### config.mk
export PLATFORM = sky130hd
export DESIGN_NAME = sorted_linked_list_pool_engine
export DESIGN_NICKNAME = d
export VERILOG_FILES = /design/src/sv/slpe_pkg.sv /design/src/sv/slpe_ram.sv /design/src/sv/sorted_linked_list_pool_engine.sv
export VERILOG_INCLUDE_DIRS = /design/src /design/src/sv
export SDC_FILE = /design/constraint.sdc
export NUM_CORES = 2
export LEC_CHECK = 0
export BUFFER_PORTS_ARGS = -buffer_cell sky130_fd_sc_hd__buf_2
export CAP_MARGIN = 20
export CORE_ASPECT_RATIO = 1.1
export CORE_UTILIZATION = 45
export DETAILED_ROUTE_END_ITERATION = 12
export MAX_ROUTING_LAYER = met4
export PLACE_DENSITY = 0.67
export SETUP_SLACK_MARGIN = 0.5
export SLEW_MARGIN = 20
export SYNTH_ARGS = -nofsm -noshare
export SYNTH_HDL_FRONTEND = slang
export SYNTH_SLANG_ARGS = --single-unit
### constraint.sdc
create_clock -name clk_i -period 6.8 [get_ports clk_i]
set_input_delay 1.36 -clock clk_i [delete_from_list [all_inputs] [get_ports clk_i]]
set_output_delay 1.36 -clock clk_i [all_outputs]
set_load 0.03 [all_outputs]
### src/sv/sorted_linked_list_pool_engine_defines.svh
// Assertion macros for the sorted linked list pool engine.
`ifndef SORTED_LINKED_LIST_POOL_ENGINE_DEFINES_SVH
`define SORTED_LINKED_LIST_POOL_ENGINE_DEFINES_SVH

`ifndef SYNTHESIS

// Same-cycle implication, sampled on the rising clock edge and disabled during reset.
`define SLPE_ASSERT_IMP(lbl, ant, con, msg) \
  lbl: assert property (@(posedge clk_i) disable iff (!rst_ni) (ant) |-> (con)) \
    else $error(msg);

// Next-cycle implication, sampled on the rising clock edge and disabled during reset.
`define SLPE_ASSERT_NXT(lbl, ant, con, msg) \
  lbl: assert property (@(posedge clk_i) disable iff (!rst_ni) (ant) |=> (con)) \
    else $error(msg);

`else

`define SLPE_ASSERT_IMP(lbl, ant, con, msg)
`define SLPE_ASSERT_NXT(lbl, ant, con, msg)

`endif

`endif

### src/sv/slpe_pkg.sv
// Package with sizes, command codes, types and helpers of the pool engine.
package slpe_pkg;

  localparam int PoolEntries = 64;
  localparam int NumLists    = 4;

  localparam int IdxW     = $clog2(PoolEntries);
  localparam int LinkW    = $clog2(PoolEntries + 1);
  localparam int ListW    = (NumLists > 1) ? $clog2(NumLists) : 1;
  localparam int CmdW     = 3;
  localparam int KeyW     = 16;
  localparam int ListSelW = 2;

  // The null link is the first value past the last entry.
  localparam logic [LinkW-1:0] LinkNil = LinkW'(PoolEntries);

  localparam logic [CmdW-1:0] CmdAlloc  = CmdW'(0);
  localparam logic [CmdW-1:0] CmdFree   = CmdW'(1);
  localparam logic [CmdW-1:0] CmdInsert = CmdW'(2);
  localparam logic [CmdW-1:0] CmdRemove = CmdW'(3);
  localparam logic [CmdW-1:0] CmdMove   = CmdW'(4);

  typedef struct packed {
    logic [KeyW-1:0]  key;
    logic [LinkW-1:0] nxt;
    logic [LinkW-1:0] prv;
  } row_t;

  localparam int RowW = $bits(row_t);

  // One pending read-modify-write of a row.
  typedef struct packed {
    logic [IdxW-1:0]  addr;
    logic             set_key;
    logic             set_nxt;
    logic             set_prv;
    logic [KeyW-1:0]  key;
    logic [LinkW-1:0] nxt;
    logic [LinkW-1:0] prv;
  } rmw_op_t;

  function automatic logic is_entry(logic [LinkW-1:0] l);
    return l < LinkNil;
  endfunction

  function automatic logic [LinkW-1:0] to_link(logic [IdxW-1:0] i);
    return LinkW'(i);
  endfunction

  function automatic logic [IdxW-1:0] to_idx(logic [LinkW-1:0] l);
    return l[IdxW-1:0];
  endfunction

  // Row contents after reset: each entry links to the next, the last one to null.
  function automatic row_t reset_row(logic [IdxW-1:0] i);
    row_t r;
    r.key = '0;
    r.nxt = LinkW'(i) + LinkW'(1);
    r.prv = LinkNil;
    return r;
  endfunction

  function automatic rmw_op_t mk_op(logic [IdxW-1:0] addr, logic set_key, logic set_nxt,
                                    logic set_prv, logic [KeyW-1:0] key,
                                    logic [LinkW-1:0] nxt, logic [LinkW-1:0] prv);
    rmw_op_t op;
    op.addr    = addr;
    op.set_key = set_key;
    op.set_nxt = set_nxt;
    op.set_prv = set_prv;
    op.key     = key;
    op.nxt     = nxt;
    op.prv     = prv;
    return op;
  endfunction

endpackage

### src/sv/slpe_ram.sv
// Generic single-write, single-read RAM with registered read data.
module slpe_ram #(
  parameter int Width = 8,
  parameter int Depth = 16
) (
  input  logic                     clk_i,
  input  logic                     we_i,
  input  logic [$clog2(Depth)-1:0] waddr_i,
  input  logic [Width-1:0]         wdata_i,
  input  logic                     re_i,
  input  logic [$clog2(Depth)-1:0] raddr_i,
  output logic [Width-1:0]         rdata_o
);

  logic [Width-1:0] mem_q [Depth];

  always_ff @(posedge clk_i) begin
    if (we_i) begin
      mem_q[waddr_i] <= wdata_i;
    end
    if (re_i) begin
      rdata_o <= mem_q[raddr_i];
    end
  end

endmodule

### src/sv/sorted_linked_list_pool_engine.sv
// Top level of the sorted linked list pool engine: command sequencer around one row memory.
//
// The engine keeps a pool of entries in one free list and several lists sorted by a 16-bit
// key, all held in a single row memory (key, next link, previous link per entry) with a
// registered read. A request is taken only while the sequencer is idle; its single
// result goes to an output register, so a new request may be taken while that result
// still waits to be collected. Every link update is a read of the row followed by a
// write of the merged row. Insert and move read one row for every entry passed while
// searching for the insertion point, one memory read per link. The search gives up after
// 64 links. A request whose result finds the output register still full waits in its
// last state until the register is collected. There is no clearing pass after reset: a
// valid bit per row makes a row that has never been written read back with its reset
// links, so the block takes requests at once.
// Allocating from an empty pool returns status one and index zero and changes nothing;
// unknown commands and out-of-range lists or entries return zeros and change nothing.
`include "sorted_linked_list_pool_engine_defines.svh"

module sorted_linked_list_pool_engine (
  input  logic                          clk_i,
  input  logic                          rst_ni,
  input  logic                          in_valid_i,
  output logic                          in_ready_o,
  input  logic [slpe_pkg::CmdW-1:0]     command_i,
  input  logic [slpe_pkg::IdxW-1:0]     entry_index_i,
  input  logic [slpe_pkg::KeyW-1:0]     sort_key_i,
  input  logic [slpe_pkg::ListSelW-1:0] list_select_i,
  input  logic [slpe_pkg::ListSelW-1:0] dest_list_i,
  output logic                          out_valid_o,
  input  logic                          out_ready_i,
  output logic [slpe_pkg::IdxW-1:0]     allocated_index_o,
  output logic                          status_o
);

  // Sequencer states.
  localparam logic [4:0] StIdle  = 5'd0;
  localparam logic [4:0] StDone  = 5'd1;
  localparam logic [4:0] StRmwWr = 5'd2;
  localparam logic [4:0] StAl0   = 5'd3;
  localparam logic [4:0] StAl1   = 5'd4;
  localparam logic [4:0] StAl2   = 5'd5;
  localparam logic [4:0] StFr0   = 5'd6;
  localparam logic [4:0] StFr1   = 5'd7;
  localparam logic [4:0] StIns0  = 5'd8;
  localparam logic [4:0] StUl0   = 5'd9;
  localparam logic [4:0] StUl1   = 5'd10;
  localparam logic [4:0] StUl1b  = 5'd11;
  localparam logic [4:0] StUl2   = 5'd12;
  localparam logic [4:0] StLk0   = 5'd13;
  localparam logic [4:0] StLk1   = 5'd14;
  localparam logic [4:0] StLk2   = 5'd15;
  localparam logic [4:0] StLk3   = 5'd16;
  localparam logic [4:0] StWalk  = 5'd17;
  localparam logic [4:0] StInsA  = 5'd18;
  localparam logic [4:0] StInsB  = 5'd19;
  localparam logic [4:0] StInsC  = 5'd20;

  // Control state.
  logic [4:0] state_q, state_d;
  logic [4:0] ret_q, ret_d;
  logic       out_valid_q, out_valid_d;
  logic [slpe_pkg::LinkW-1:0] fh_q, fh_d;
  logic [slpe_pkg::LinkW-1:0] head_q [slpe_pkg::NumLists];
  logic [slpe_pkg::PoolEntries-1:0] valid_q;
  logic rd_valid_q;

  // Working registers of the current request.
  slpe_pkg::rmw_op_t op_q, op_d;
  logic [slpe_pkg::IdxW-1:0]  e_q, e_d;
  logic [slpe_pkg::KeyW-1:0]  k_q, k_d;
  logic [slpe_pkg::ListW-1:0] lst_q, lst_d;
  logic [slpe_pkg::ListW-1:0] dst_q, dst_d;
  logic                       mv_q, mv_d;
  logic [slpe_pkg::LinkW-1:0] cur_q, cur_d;
  logic [slpe_pkg::LinkW-1:0] n_q, n_d;
  logic [slpe_pkg::LinkW-1:0] p_q, p_d;
  logic [slpe_pkg::LinkW-1:0] steps_q, steps_d;
  logic [slpe_pkg::IdxW-1:0]  res_idx_q, res_idx_d;
  logic                       res_st_q, res_st_d;
  logic [slpe_pkg::IdxW-1:0]  out_idx_q, out_idx_d;
  logic                       out_st_q, out_st_d;
  logic [slpe_pkg::IdxW-1:0]  rd_addr_q;

  // Memory port signals.
  logic                         ram_re, ram_we;
  logic [slpe_pkg::IdxW-1:0]    ram_raddr;
  logic [slpe_pkg::RowW-1:0]    ram_rdata;
  slpe_pkg::row_t               row_rd, row_wr;

  logic                       start_rmw;
  logic                       head_we;
  logic [slpe_pkg::LinkW-1:0] head_wdata;
  logic [slpe_pkg::LinkW-1:0] head_cur;
  logic                       idx_ok, src_ok, dst_ok, out_load;

  slpe_ram #(
    .Width(slpe_pkg::RowW),
    .Depth(slpe_pkg::PoolEntries)
  ) u_ram (
    .clk_i  (clk_i),
    .we_i   (ram_we),
    .waddr_i(op_q.addr),
    .wdata_i(row_wr),
    .re_i   (ram_re),
    .raddr_i(ram_raddr),
    .rdata_o(ram_rdata)
  );

  // A row that has never been written reads back with its reset contents.
  assign row_rd = rd_valid_q ? slpe_pkg::row_t'(ram_rdata) : slpe_pkg::reset_row(rd_addr_q);

  // The pending operation overwrites only the fields it names.
  always_comb begin
    row_wr = row_rd;
    if (op_q.set_key) begin
      row_wr.key = op_q.key;
    end
    if (op_q.set_nxt) begin
      row_wr.nxt = op_q.nxt;
    end
    if (op_q.set_prv) begin
      row_wr.prv = op_q.prv;
    end
  end

  assign head_cur = head_q[lst_q];
  assign idx_ok   = 32'(entry_index_i) < 32'(slpe_pkg::PoolEntries);
  assign src_ok   = 32'(list_select_i) < 32'(slpe_pkg::NumLists);
  assign dst_ok   = 32'(dest_list_i) < 32'(slpe_pkg::NumLists);

  assign in_ready_o        = (state_q == StIdle);
  assign out_valid_o       = out_valid_q;
  assign allocated_index_o = out_idx_q;
  assign status_o          = out_st_q;

  always_comb begin
    state_d    = state_q;
    ret_d      = ret_q;
    op_d       = op_q;
    start_rmw  = 1'b0;
    ram_re     = 1'b0;
    ram_raddr  = '0;
    ram_we     = 1'b0;
    fh_d       = fh_q;
    head_we    = 1'b0;
    head_wdata = slpe_pkg::LinkNil;
    e_d        = e_q;
    k_d        = k_q;
    lst_d      = lst_q;
    dst_d      = dst_q;
    mv_d       = mv_q;
    cur_d      = cur_q;
    n_d        = n_q;
    p_d        = p_q;
    steps_d    = steps_q;
    res_idx_d  = res_idx_q;
    res_st_d   = res_st_q;
    out_load   = 1'b0;

    unique case (state_q)
      StIdle: begin
        if (in_valid_i) begin
          e_d       = entry_index_i;
          k_d       = sort_key_i;
          lst_d     = slpe_pkg::ListW'(list_select_i);
          dst_d     = slpe_pkg::ListW'(dest_list_i);
          mv_d      = 1'b0;
          res_idx_d = '0;
          res_st_d  = 1'b0;
          unique case (command_i)
            slpe_pkg::CmdAlloc:  state_d = StAl0;
            slpe_pkg::CmdFree:   state_d = idx_ok ? StFr0 : StDone;
            slpe_pkg::CmdInsert: state_d = (idx_ok && src_ok) ? StIns0 : StDone;
            slpe_pkg::CmdRemove: state_d = (idx_ok && src_ok) ? StUl0 : StDone;
            slpe_pkg::CmdMove: begin
              mv_d    = 1'b1;
              state_d = (idx_ok && src_ok && dst_ok) ? StUl0 : StDone;
            end
            default: state_d = StDone;
          endcase
        end
      end

      StRmwWr: begin
        ram_we  = 1'b1;
        state_d = ret_q;
      end

      // Allocate: pop the free head.
      StAl0: begin
        if (!slpe_pkg::is_entry(fh_q)) begin
          res_st_d = 1'b1;
          state_d  = StDone;
        end else begin
          ram_re    = 1'b1;
          ram_raddr = slpe_pkg::to_idx(fh_q);
          e_d       = slpe_pkg::to_idx(fh_q);
          res_idx_d = slpe_pkg::to_idx(fh_q);
          state_d   = StAl1;
        end
      end
      StAl1: begin
        fh_d = row_rd.nxt;
        if (slpe_pkg::is_entry(row_rd.nxt)) begin
          op_d = slpe_pkg::mk_op(slpe_pkg::to_idx(row_rd.nxt), 1'b0, 1'b0, 1'b1, '0,
                                 slpe_pkg::LinkNil, slpe_pkg::LinkNil);
          ret_d     = StAl2;
          start_rmw = 1'b1;
        end else begin
          state_d = StAl2;
        end
      end
      StAl2: begin
        op_d = slpe_pkg::mk_op(e_q, 1'b0, 1'b1, 1'b1, '0,
                               slpe_pkg::LinkNil, slpe_pkg::LinkNil);
        ret_d     = StDone;
        start_rmw = 1'b1;
      end

      // Free: push the entry onto the free list.
      StFr0: begin
        if (slpe_pkg::is_entry(fh_q)) begin
          op_d = slpe_pkg::mk_op(slpe_pkg::to_idx(fh_q), 1'b0, 1'b0, 1'b1, '0,
                                 slpe_pkg::LinkNil, slpe_pkg::to_link(e_q));
          ret_d     = StFr1;
          start_rmw = 1'b1;
        end else begin
          state_d = StFr1;
        end
      end
      StFr1: begin
        op_d = slpe_pkg::mk_op(e_q, 1'b0, 1'b1, 1'b1, '0, fh_q, slpe_pkg::LinkNil);
        fh_d      = slpe_pkg::to_link(e_q);
        ret_d     = StDone;
        start_rmw = 1'b1;
      end

      // Insert: store the key, then link it in.
      StIns0: begin
        op_d = slpe_pkg::mk_op(e_q, 1'b1, 1'b0, 1'b0, k_q,
                               slpe_pkg::LinkNil, slpe_pkg::LinkNil);
        ret_d     = StLk0;
        start_rmw = 1'b1;
      end

      // Unlink the entry from the current list.
      StUl0: begin
        ram_re    = 1'b1;
        ram_raddr = e_q;
        state_d   = StUl1;
      end
      StUl1: begin
        p_d = row_rd.prv;
        n_d = row_rd.nxt;
        if (!slpe_pkg::is_entry(row_rd.prv)) begin
          head_we    = 1'b1;
          head_wdata = row_rd.nxt;
          if (slpe_pkg::is_entry(row_rd.nxt)) begin
            op_d = slpe_pkg::mk_op(slpe_pkg::to_idx(row_rd.nxt), 1'b0, 1'b0, 1'b1, '0,
                                   slpe_pkg::LinkNil, slpe_pkg::LinkNil);
            ret_d     = StUl2;
            start_rmw = 1'b1;
          end else begin
            state_d = StUl2;
          end
        end else begin
          op_d = slpe_pkg::mk_op(slpe_pkg::to_idx(row_rd.prv), 1'b0, 1'b1, 1'b0, '0,
                                 row_rd.nxt, slpe_pkg::LinkNil);
          ret_d     = StUl1b;
          start_rmw = 1'b1;
        end
      end
      StUl1b: begin
        if (slpe_pkg::is_entry(n_q)) begin
          op_d = slpe_pkg::mk_op(slpe_pkg::to_idx(n_q), 1'b0, 1'b0, 1'b1, '0,
                                 slpe_pkg::LinkNil, p_q);
          ret_d     = StUl2;
          start_rmw = 1'b1;
        end else begin
          state_d = StUl2;
        end
      end
      StUl2: begin
        op_d = slpe_pkg::mk_op(e_q, 1'b0, 1'b1, 1'b1, '0,
                               slpe_pkg::LinkNil, slpe_pkg::LinkNil);
        // A move continues with a sorted insert into the destination list.
        if (mv_q) begin
          lst_d = dst_q;
          ret_d = StLk0;
        end else begin
          ret_d = StDone;
        end
        start_rmw = 1'b1;
      end

      // Sorted link: fetch the entry's key, then the list head.
      StLk0: begin
        ram_re    = 1'b1;
        ram_raddr = e_q;
        state_d   = StLk1;
      end
      StLk1: begin
        k_d = row_rd.key;
        if (!slpe_pkg::is_entry(head_cur)) begin
          head_we    = 1'b1;
          head_wdata = slpe_pkg::to_link(e_q);
          op_d = slpe_pkg::mk_op(e_q, 1'b0, 1'b1, 1'b1, '0,
                                 slpe_pkg::LinkNil, slpe_pkg::LinkNil);
          ret_d     = StDone;
          start_rmw = 1'b1;
        end else begin
          ram_re    = 1'b1;
          ram_raddr = slpe_pkg::to_idx(head_cur);
          cur_d     = head_cur;
          state_d   = StLk2;
        end
      end
      StLk2: begin
        if (k_q < row_rd.key) begin
          // The new entry becomes the head of the list.
          head_we    = 1'b1;
          head_wdata = slpe_pkg::to_link(e_q);
          op_d = slpe_pkg::mk_op(e_q, 1'b0, 1'b1, 1'b1, '0, cur_q, slpe_pkg::LinkNil);
          ret_d     = StLk3;
          start_rmw = 1'b1;
        end else if (!slpe_pkg::is_entry(row_rd.nxt)) begin
          n_d     = row_rd.nxt;
          state_d = StInsA;
        end else begin
          ram_re    = 1'b1;
          ram_raddr = slpe_pkg::to_idx(row_rd.nxt);
          steps_d   = '0;
          state_d   = StWalk;
        end
      end
      StLk3: begin
        op_d = slpe_pkg::mk_op(slpe_pkg::to_idx(cur_q), 1'b0, 1'b0, 1'b1, '0,
                               slpe_pkg::LinkNil, slpe_pkg::to_link(e_q));
        ret_d     = StDone;
        start_rmw = 1'b1;
      end

      // One link per cycle: the row just read is the successor of the current entry.
      StWalk: begin
        if (row_rd.key > k_q) begin
          n_d     = slpe_pkg::to_link(rd_addr_q);
          state_d = StInsA;
        end else begin
          cur_d   = slpe_pkg::to_link(rd_addr_q);
          steps_d = steps_q + slpe_pkg::LinkW'(1);
          if ((steps_q == slpe_pkg::LinkW'(slpe_pkg::PoolEntries - 1)) ||
              !slpe_pkg::is_entry(row_rd.nxt)) begin
            n_d     = row_rd.nxt;
            state_d = StInsA;
          end else begin
            ram_re    = 1'b1;
            ram_raddr = slpe_pkg::to_idx(row_rd.nxt);
          end
        end
      end

      // Splice the entry in between the current entry and its successor.
      StInsA: begin
        op_d = slpe_pkg::mk_op(e_q, 1'b0, 1'b1, 1'b1, '0, n_q, cur_q);
        ret_d     = StInsB;
        start_rmw = 1'b1;
      end
      StInsB: begin
        if (slpe_pkg::is_entry(n_q)) begin
          op_d = slpe_pkg::mk_op(slpe_pkg::to_idx(n_q), 1'b0, 1'b0, 1'b1, '0,
                                 slpe_pkg::LinkNil, slpe_pkg::to_link(e_q));
          ret_d     = StInsC;
          start_rmw = 1'b1;
        end else begin
          state_d = StInsC;
        end
      end
      StInsC: begin
        op_d = slpe_pkg::mk_op(slpe_pkg::to_idx(cur_q), 1'b0, 1'b1, 1'b0, '0,
                               slpe_pkg::to_link(e_q), slpe_pkg::LinkNil);
        ret_d     = StDone;
        start_rmw = 1'b1;
      end

      // Hand the result to the output register once it is free.
      StDone: begin
        if (!out_valid_q || out_ready_i) begin
          out_load = 1'b1;
          state_d  = StIdle;
        end
      end

      default: state_d = StIdle;
    endcase

    // Every row update starts by reading the row it modifies.
    if (start_rmw) begin
      ram_re    = 1'b1;
      ram_raddr = op_d.addr;
      state_d   = StRmwWr;
    end
  end

  always_comb begin
    out_valid_d = out_valid_q && !out_ready_i;
    out_idx_d   = out_idx_q;
    out_st_d    = out_st_q;
    if (out_load) begin
      out_valid_d = 1'b1;
      out_idx_d   = res_idx_q;
      out_st_d    = res_st_q;
    end
  end

  always_ff @(posedge clk_i or negedge rst_ni) begin
    if (!rst_ni) begin
      state_q     <= StIdle;
      ret_q       <= StIdle;
      out_valid_q <= 1'b0;
      fh_q        <= '0;
      valid_q     <= '0;
      rd_valid_q  <= 1'b0;
      for (int i = 0; i < slpe_pkg::NumLists; i++) begin
        head_q[i] <= slpe_pkg::LinkNil;
      end
    end else begin
      state_q     <= state_d;
      ret_q       <= ret_d;
      out_valid_q <= out_valid_d;
      fh_q        <= fh_d;
      if (head_we) begin
        head_q[lst_q] <= head_wdata;
      end
      if (ram_we) begin
        valid_q[op_q.addr] <= 1'b1;
      end
      if (ram_re) begin
        rd_valid_q <= valid_q[ram_raddr];
      end
    end
  end

  always_ff @(posedge clk_i) begin
    op_q      <= op_d;
    e_q       <= e_d;
    k_q       <= k_d;
    lst_q     <= lst_d;
    dst_q     <= dst_d;
    mv_q      <= mv_d;
    cur_q     <= cur_d;
    n_q       <= n_d;
    p_q       <= p_d;
    steps_q   <= steps_d;
    res_idx_q <= res_idx_d;
    res_st_q  <= res_st_d;
    out_idx_q <= out_idx_d;
    out_st_q  <= out_st_d;
    if (ram_re) begin
      rd_addr_q <= ram_raddr;
    end
  end

  // A row is never read in the cycle it is written, so no forwarding is needed.
  `SLPE_ASSERT_IMP(a_no_rd_wr_overlap, ram_we, !ram_re, "row memory read and written together")
  // The search gives up after one pass over the pool.
  `SLPE_ASSERT_IMP(a_walk_bound, state_q == StWalk, steps_q < slpe_pkg::LinkNil, "walk overran")
  // The free head is always an entry or null.
  `SLPE_ASSERT_IMP(a_free_head_ok, 1'b1, fh_q <= slpe_pkg::LinkNil, "free head out of range")
  // One request at a time: the engine is busy in the cycle after it takes one.
  `SLPE_ASSERT_NXT(a_busy_after_accept, in_valid_i && in_ready_o, !in_ready_o, "double accept")

endmodule
### Word-level counts from Yosys, hierarchy flattened

Memory sizes are Yosys's and may differ from the RTL's. A register that Yosys moved wholly into a read port is not among the register bits.
Cells that the tools add are included.

| storage, ports and cells | value |
|---|---|
| register bits | 225 |
| RAM bits | 1920 |
| memories | 1 |

| cells by class | value |
|---|---|
| add/sub/neg operators | 2 |
| magnitude comparators | 12 |
| eq/ne operators | 54 |
| muxes and demuxes | 109 |
| bitwise operators | 2 |
| reductions and logical operators | 36 |

Memories:

| name | words | bits a word | read ports | clocked after Yosys merged registers in | wr ports | line | RTL |
|---|---|---|---|---|---|---|---|
| u_ram.mem_q | 64 | 30 | 1 | 1 | 1 | slpe_ram.sv:15 | `logic [Width-1:0] mem_q [Depth];` |

Operators with widths:

| kind | count |
|---|---|
| $pmux 39 s13 | 1 |
| $mux 39 | 7 |
| $mux 7 | 17 |
| $mux 5 | 21 |
| $pmux 5 s15 | 1 |
| $or 64x64->64 | 1 |
| $mux 6 | 10 |
| $pmux 5 s11 | 1 |
| $pmux 7 s2 | 3 |
| $pmux 7 s3 | 2 |
| $eq 5x4->1 const B | 8 |
| $lt 7x7->1 const B | 5 |
| $ne 3x3->1 const B | 11 |
| $mux 16 | 2 |
| $pmux 16 s2 | 1 |
| $mux 30 | 1 |
| $ne 2x2->1 const B | 15 |
| $pmux 6 s5 | 1 |
| $bwmux 28 | 1 |
| $eq 5x5->1 const B | 5 |
| $pmux 6 s2 | 2 |
| $mux 1 | 23 |
| $eq 5x3->1 const B | 4 |
| $gt 16x16->1 | 1 |
| 48 further kinds | 71 |

### Depth between registers and ports, before layout

| depth | value |
|---|---|
| word-level depth | 11 |
| depth in mapped cells | 21 |

### Hierarchy

Synthesis repeated with hierarchy kept, for this count alone.

| second synthesis, totals | value |
|---|---|
| cell total of the unflattened synthesis | 4596 |
| area, all modules | 87072.3 µm² |

Modules (own cells, without submodules):

| module | instances | cells an instance | area each (µm²) | seq. area each (µm²) |
|---|---|---|---|---|
| slpe_ram | 1 | 3434 | 75065.7 | 58556.2 |
| sorted_linked_list_pool_engine | 1 | 1162 | 12006.5 | 6145.9 |

### Worst setup path after synthesis

OpenSTA, ideal clock, no wires.

| timing path | value |
|---|---|
| kind | flip-flop to flip-flop |
| start | register state_q[3] |
| end | memory u_ram.mem_q[43][0] in the netlist's numbering, enable pin |
| data arrival time | 4.725 ns |
| slack | 1.580 ns |
| cell stages (with the launch flop) | 8 |
| path buffers | 3 |
| period minus slack after synthesis | 5.220 ns |
| path through | dfrtp_1 > buf_2 > buf_2 > buf_1 > nor3_1 > and2_1 > nand4b_1 > nor4bb_1 |

| between the ends | value |
|---|---|
| word-level cells in the longest chain between the ends | 4 |

Ends and longest elaborated chain:

| element | line | RTL |
|---|---|---|
| from (decl) | sorted_linked_list_pool_engine.sv:58 | `logic [4:0] state_q, state_d;` |
| from (signal assigned) | sorted_linked_list_pool_engine.sv:416 | `state_q <= StIdle;` |
| from (signal assigned) | sorted_linked_list_pool_engine.sv:426 | `state_q <= state_d;` |
| $eq 5x2->1 | sorted_linked_list_pool_engine.sv:159 | `unique case (state_q)` |
| $mux 1 | sorted_linked_list_pool_engine.sv:159 |  |
| $mux 1 | slpe_ram.sv:18 | `if (we_i) begin` |
| $mux 1 (implied by the code) | slpe_ram.sv:19 | `mem_q[waddr_i] <= wdata_i;` |
| to (decl) | slpe_ram.sv:15 |  |

No other way between the ends.

### Worst setup path after layout

| timing path | value |
|---|---|
| start | register rd_valid_q |
| end | register u_ram.rdata_o[4] (read register of u_ram.mem_q) (data pin) |

| between the ends | value |
|---|---|
| word-level cells in the longest chain between the ends | 8 |

Ends and longest elaborated chain:

| element | line | RTL |
|---|---|---|
| from (decl) | sorted_linked_list_pool_engine.sv:64 | `logic rd_valid_q;` |
| from (signal assigned) | sorted_linked_list_pool_engine.sv:437 | `rd_valid_q <= valid_q[ram_raddr];` |
| $mux 30 (*) | sorted_linked_list_pool_engine.sv:109 | `assign row_rd = rd_valid_q ? slpe_pkg::row_t'(ram_rdata) : slpe_pkg::reset_row(rd_addr_q);` |
| $lt 7x7->1 | slpe_pkg.sv:43 | `return l < LinkNil;` |
| $logic_not 1->1 | sorted_linked_list_pool_engine.sv:351 | `!slpe_pkg::is_entry(row_rd.nxt)) begin` |
| $logic_or 1x1->1 | sorted_linked_list_pool_engine.sv:350 | `if ((steps_q == slpe_pkg::LinkW'(slpe_pkg::PoolEntries - 1)) \|\|` |
| $mux 6 or $mux 1 (tied branches) | sorted_linked_list_pool_engine.sv:350 |  |
| $mux 6 or $mux 1 (tied branches) | sorted_linked_list_pool_engine.sv:344 | `if (row_rd.key > k_q) begin` |
| $pmux 6 s5 or $pmux 1 s5 (tied branches) | sorted_linked_list_pool_engine.sv:159 |  |
| $mux 6 or $mux 1 (tied branches) | sorted_linked_list_pool_engine.sv:396 | `if (start_rmw) begin` |
| to (decl) | slpe_ram.sv:12 | `output logic [Width-1:0] rdata_o` |

Every way passes the cells marked *; elsewhere a longest branch is shown, timed or not. The select of a mux whose other input is x is not followed.
A chain may end at the register's enable or synchronous reset.

==> summary.md <==
| Metric | Value |
|---|---|
| Minimum clock period | 6110 ps |
| Commonest non-fill, non-tap cells in the layout | 2058 x edfxtp_1, 487 x mux4_2, 306 x nand2_1 |
| # setup viols final | 0 |
| Post-synthesis instance total | 4292 |
| Synthesized area | 0.0854 mm^2 |
| Mapped Nets | 4343 |
| Sw frac | 36.5% |
| Post-Place Cells | 6831 |
| Worst-skew pair later-pin latency | 870 ps |
| Final core occ | 51.7% |
| CP arrival | 6840 ps |
| Clock network power share | 23.4% |
| Mux share of post-synthesis cell area | 14.2% |
| Sw Pwr | 0.0182 W |
| FF/Latch Area | 0.0647 mm^2 |
| Met3 Usage GRT | 4.50% |
| Sequential fraction of the synthesis area | 75.8% |
| Synth async-reset ratio | 5.10% |
| Worst slew pin tran | 1080 ps |
| HP Class | register to register |
| Core region area | 0.188 mm^2 |
| Drt pass-1 iters | 6 |
| Average wire per standard cell | 31.8 um |
| Layout Area Growth over Synthesis | 14.0% |
| Reg clk slew, reported paths | 60 ps |
| Worst EP required | 7530 ps |
| Final WL | 230000 um |
| Logic pwr share | 38.4% |
| Vias in the first global route | 44.5k |
| R2R Setup Slk | 690 ps |
| Finished Layout Cells | 7236 |
| Hold slack final | 423 ps |
| Status | finished clean |
| Root Buffer | clkbuf_16 |
| I/O Pins | 42 |
| CTS tree | done |
| Area of the multi-input gates | 0.0204 mm^2 |
| DRT iter0 DRCs | 6649 |
| XOR/XNOR Fraction of Synth Area | 0.0923% |
| Final GP Congestion | 0.956 |
| Post-synthesis compound-gate area fraction | 3.88% |
| Commonest non-fill, non-tap cell in the layout | edfxtp_1 |
| DP HPWL | 133000 um |
| GRT Overall Usage | 24.8% |
| Antenna viol nets, final | 0 |
| Yosys Warn Count | 0 |
| Port-buffer cells | 41 |
| Period utilisation layout | 89.8% |
| Via count | 45.0k |
| Post-synthesis register bit count | 2175 |
| Final hold vios | 0 |
| Max-cap violations | 0 |
| Synth cell types | 79 |
| Grt ovf | 0 |
| Initial antenna violation count | 18 |
| Die width | 417 um |
| Largest net degree at the start of global routing | 124 |
| Net count, final | 4553 |
| Simple-gate area share of the yosys netlist | 4.16% |
| Slew headroom | 27.7% |
| Startpoint Class | register |
| Sink Count | 2175 |
| CP max FO | 123 |
| Met1 Usage GRT | 32.3% |
| Main synth FF type | edfxtp_1 |
| Cts bufs inserted | 203 |
| Die height | 459 um |
| Placement Rows | 167 |
| Clk buf depth | 3 |
| Worst Setup End Kind | register |
| Fillers | 14.8k |
| RSZ-0062 raised after global routing | false |
| Fmax | 0.164 GHz |
| Layout cells sized above 1 | 27.4% |
| Fin. max-slew vios | 0 |
| Sequential share of power | 38.2% |
| Starting Density | 45.3% |
| PwrDens | 513 mW/mm^2 |
| Max rail drop VDD | 579 uV |
| CTS H-tree lvls | 4 |
| P_leak | 31.4 nW |
| Remaining DRCs | 0 |
| Kind of critical path | register to register |
| Vias per Instance | 6.21 |
| Grt met2 use | 39.1% |
| Clock Skews | 54.2 ps |
| Largest family of logic cells by synthesized area | multiplexers |
| Syn avg cell area | 19.9 um^2 |
| First-pass GRT wire length | 328000 um |
| Int Pwr | 0.0317 W |
| Most used routing layer | met2 |
| Number of flops mapped to enable cells by yosys | 2058 |
| Synth Area in Adders | 0.264% |
| Die area | 0.192 mm^2 |
## what timing repair did
action / CTS / global route
buffers inserted: 0 / 0
hold buffers: 0 / 0
resized for setup: 23 / 4
pin swaps: 0 / 0
endpoints found under the setup margin: 20 / 4
hold endpoints to repair: 0 / 0
## sequential cells by signal (all words and copies together) (netlist names), 7 cells and up
register       flops
head_q            28
n_q                7
fh_q               7
p_q                7
steps_q            7
u_ram.rdata_o     30
valid_q           64
op_q              39
u_ram.mem_q     1920
k_q               16
cur_q              7
## through the flow
step                      setup TNS (ps)  worst slack (ps)  power (W)  instance area, um^2
after floorplan                        0              1580     0.0303                85400
after global placement              -312              -185     0.0379                90100
after detailed placement               0               179     0.0382                90200
after CTS                              0               655     0.0500                97200
after global routing                   0               510     0.0514                97300
final                                  0               692     0.0499                97400
## synth_stat cells (14+ instances only)
cell type     n  share of area (%)
a21oi_1      50               0.29
a221o_1      16               0.19
a222oi_1     16               0.19
a22oi_1     139                1.2
a31oi_1      14               0.10
a32oi_1      63               0.65
and4_1       31               0.32
buf_2       103               0.60
buf_6        21               0.28
clkbuf_1    105               0.46
dfrtp_1     107                3.1
edfxtp_1   2058                 72
ha_1         18               0.26
inv_1        42               0.18
mux2_2       26               0.34
mux2i_1      75               0.88
mux4_2      487                 13
nand2_1     306                1.3
nand3_1      94               0.55
nor2_1      127               0.56
nor3_1       21               0.12
o21ai_0      98               0.57
or2_2        70               0.51
## critical path, stage by stage, from the launching register on
cell      delay, ps
dfrtp_2         560
nand2_1         210
inv_1            70
ha_1            320
nand4_1         190
nor4_1          510
a21boi_0        320
o31ai_1         160
buf_4           230
a21oi_1         400
a221o_4         410
buf_12          320
buf_12          600
mux4_2          350
nand2_1          70
a32oi_1         770
and4_1          300
## cell type report
type	count	area share, %
inverter	48	0.186
clock buffer	242	5.51
timing repair buffer	246	2.10
antenna	24	0.0617
sequential	2175	66.5
clock inverter	138	1.52
multi-input combinational	1828	20.9
tap	2535	3.26
## worst paths after layout
kind,startpoint,to,cells past startpoint
max reg2reg,rd_valid_q$_DFFE_PN0P_,u_ram.rdata_o[4]$_DFFE_PP_,16
min,res_idx_q[1]$_SDFFCE_PN0P_,allocated_index_o[1]$_DFFE_PP_,0
max,rd_valid_q$_DFFE_PN0P_,u_ram.rdata_o[4]$_DFFE_PP_,16
max in group asynchronous,rst_ni,rd_valid_q$_DFFE_PN0P_,2
min reg2reg,res_idx_q[1]$_SDFFCE_PN0P_,allocated_index_o[1]$_DFFE_PP_,0
min in group asynchronous,rst_ni,fh_q[6]$_DFFE_PN0P_,1
## metal layers
metal | part of all wire [%] | vias to the layer above
li1 | - | 18200
met1 | 38 | 23900
met2 | 49 | 2491
met3 | 9.1 | 394
met4 | 3.5 | 0
met5 | 0 | -
## cells by family (layout without fill, tap and decap cells)
logic type | Yosys count | count (layout)
AO/OA/AOI/OAI | 468 | 468
multiplexers | 593 | 593
buffers and inverters | 289 | 674
adder cells (fa/ha/maj) | 18 | 18
flip-flops | 2175 | 2175
AND/OR/NAND/NOR | 740 | 740
XOR/XNOR | 9 | 9
other | 0 | 24
## power by group through the flow
stage / sequential [W] / clock, W / combinational (W)
after floorplan: 0.0192 / 0 / 0.0111
after global placement: 0.0193 / 0 / 0.0186
after detailed placement: 0.0193 / 0 / 0.0190
after CTS: 0.0190 / 0.0118 / 0.0192
after global routing: 0.0191 / 0.0123 / 0.0200
final: 0.0190 / 0.0117 / 0.0192
Note: power is estimated with default switching activity, not from simulation.
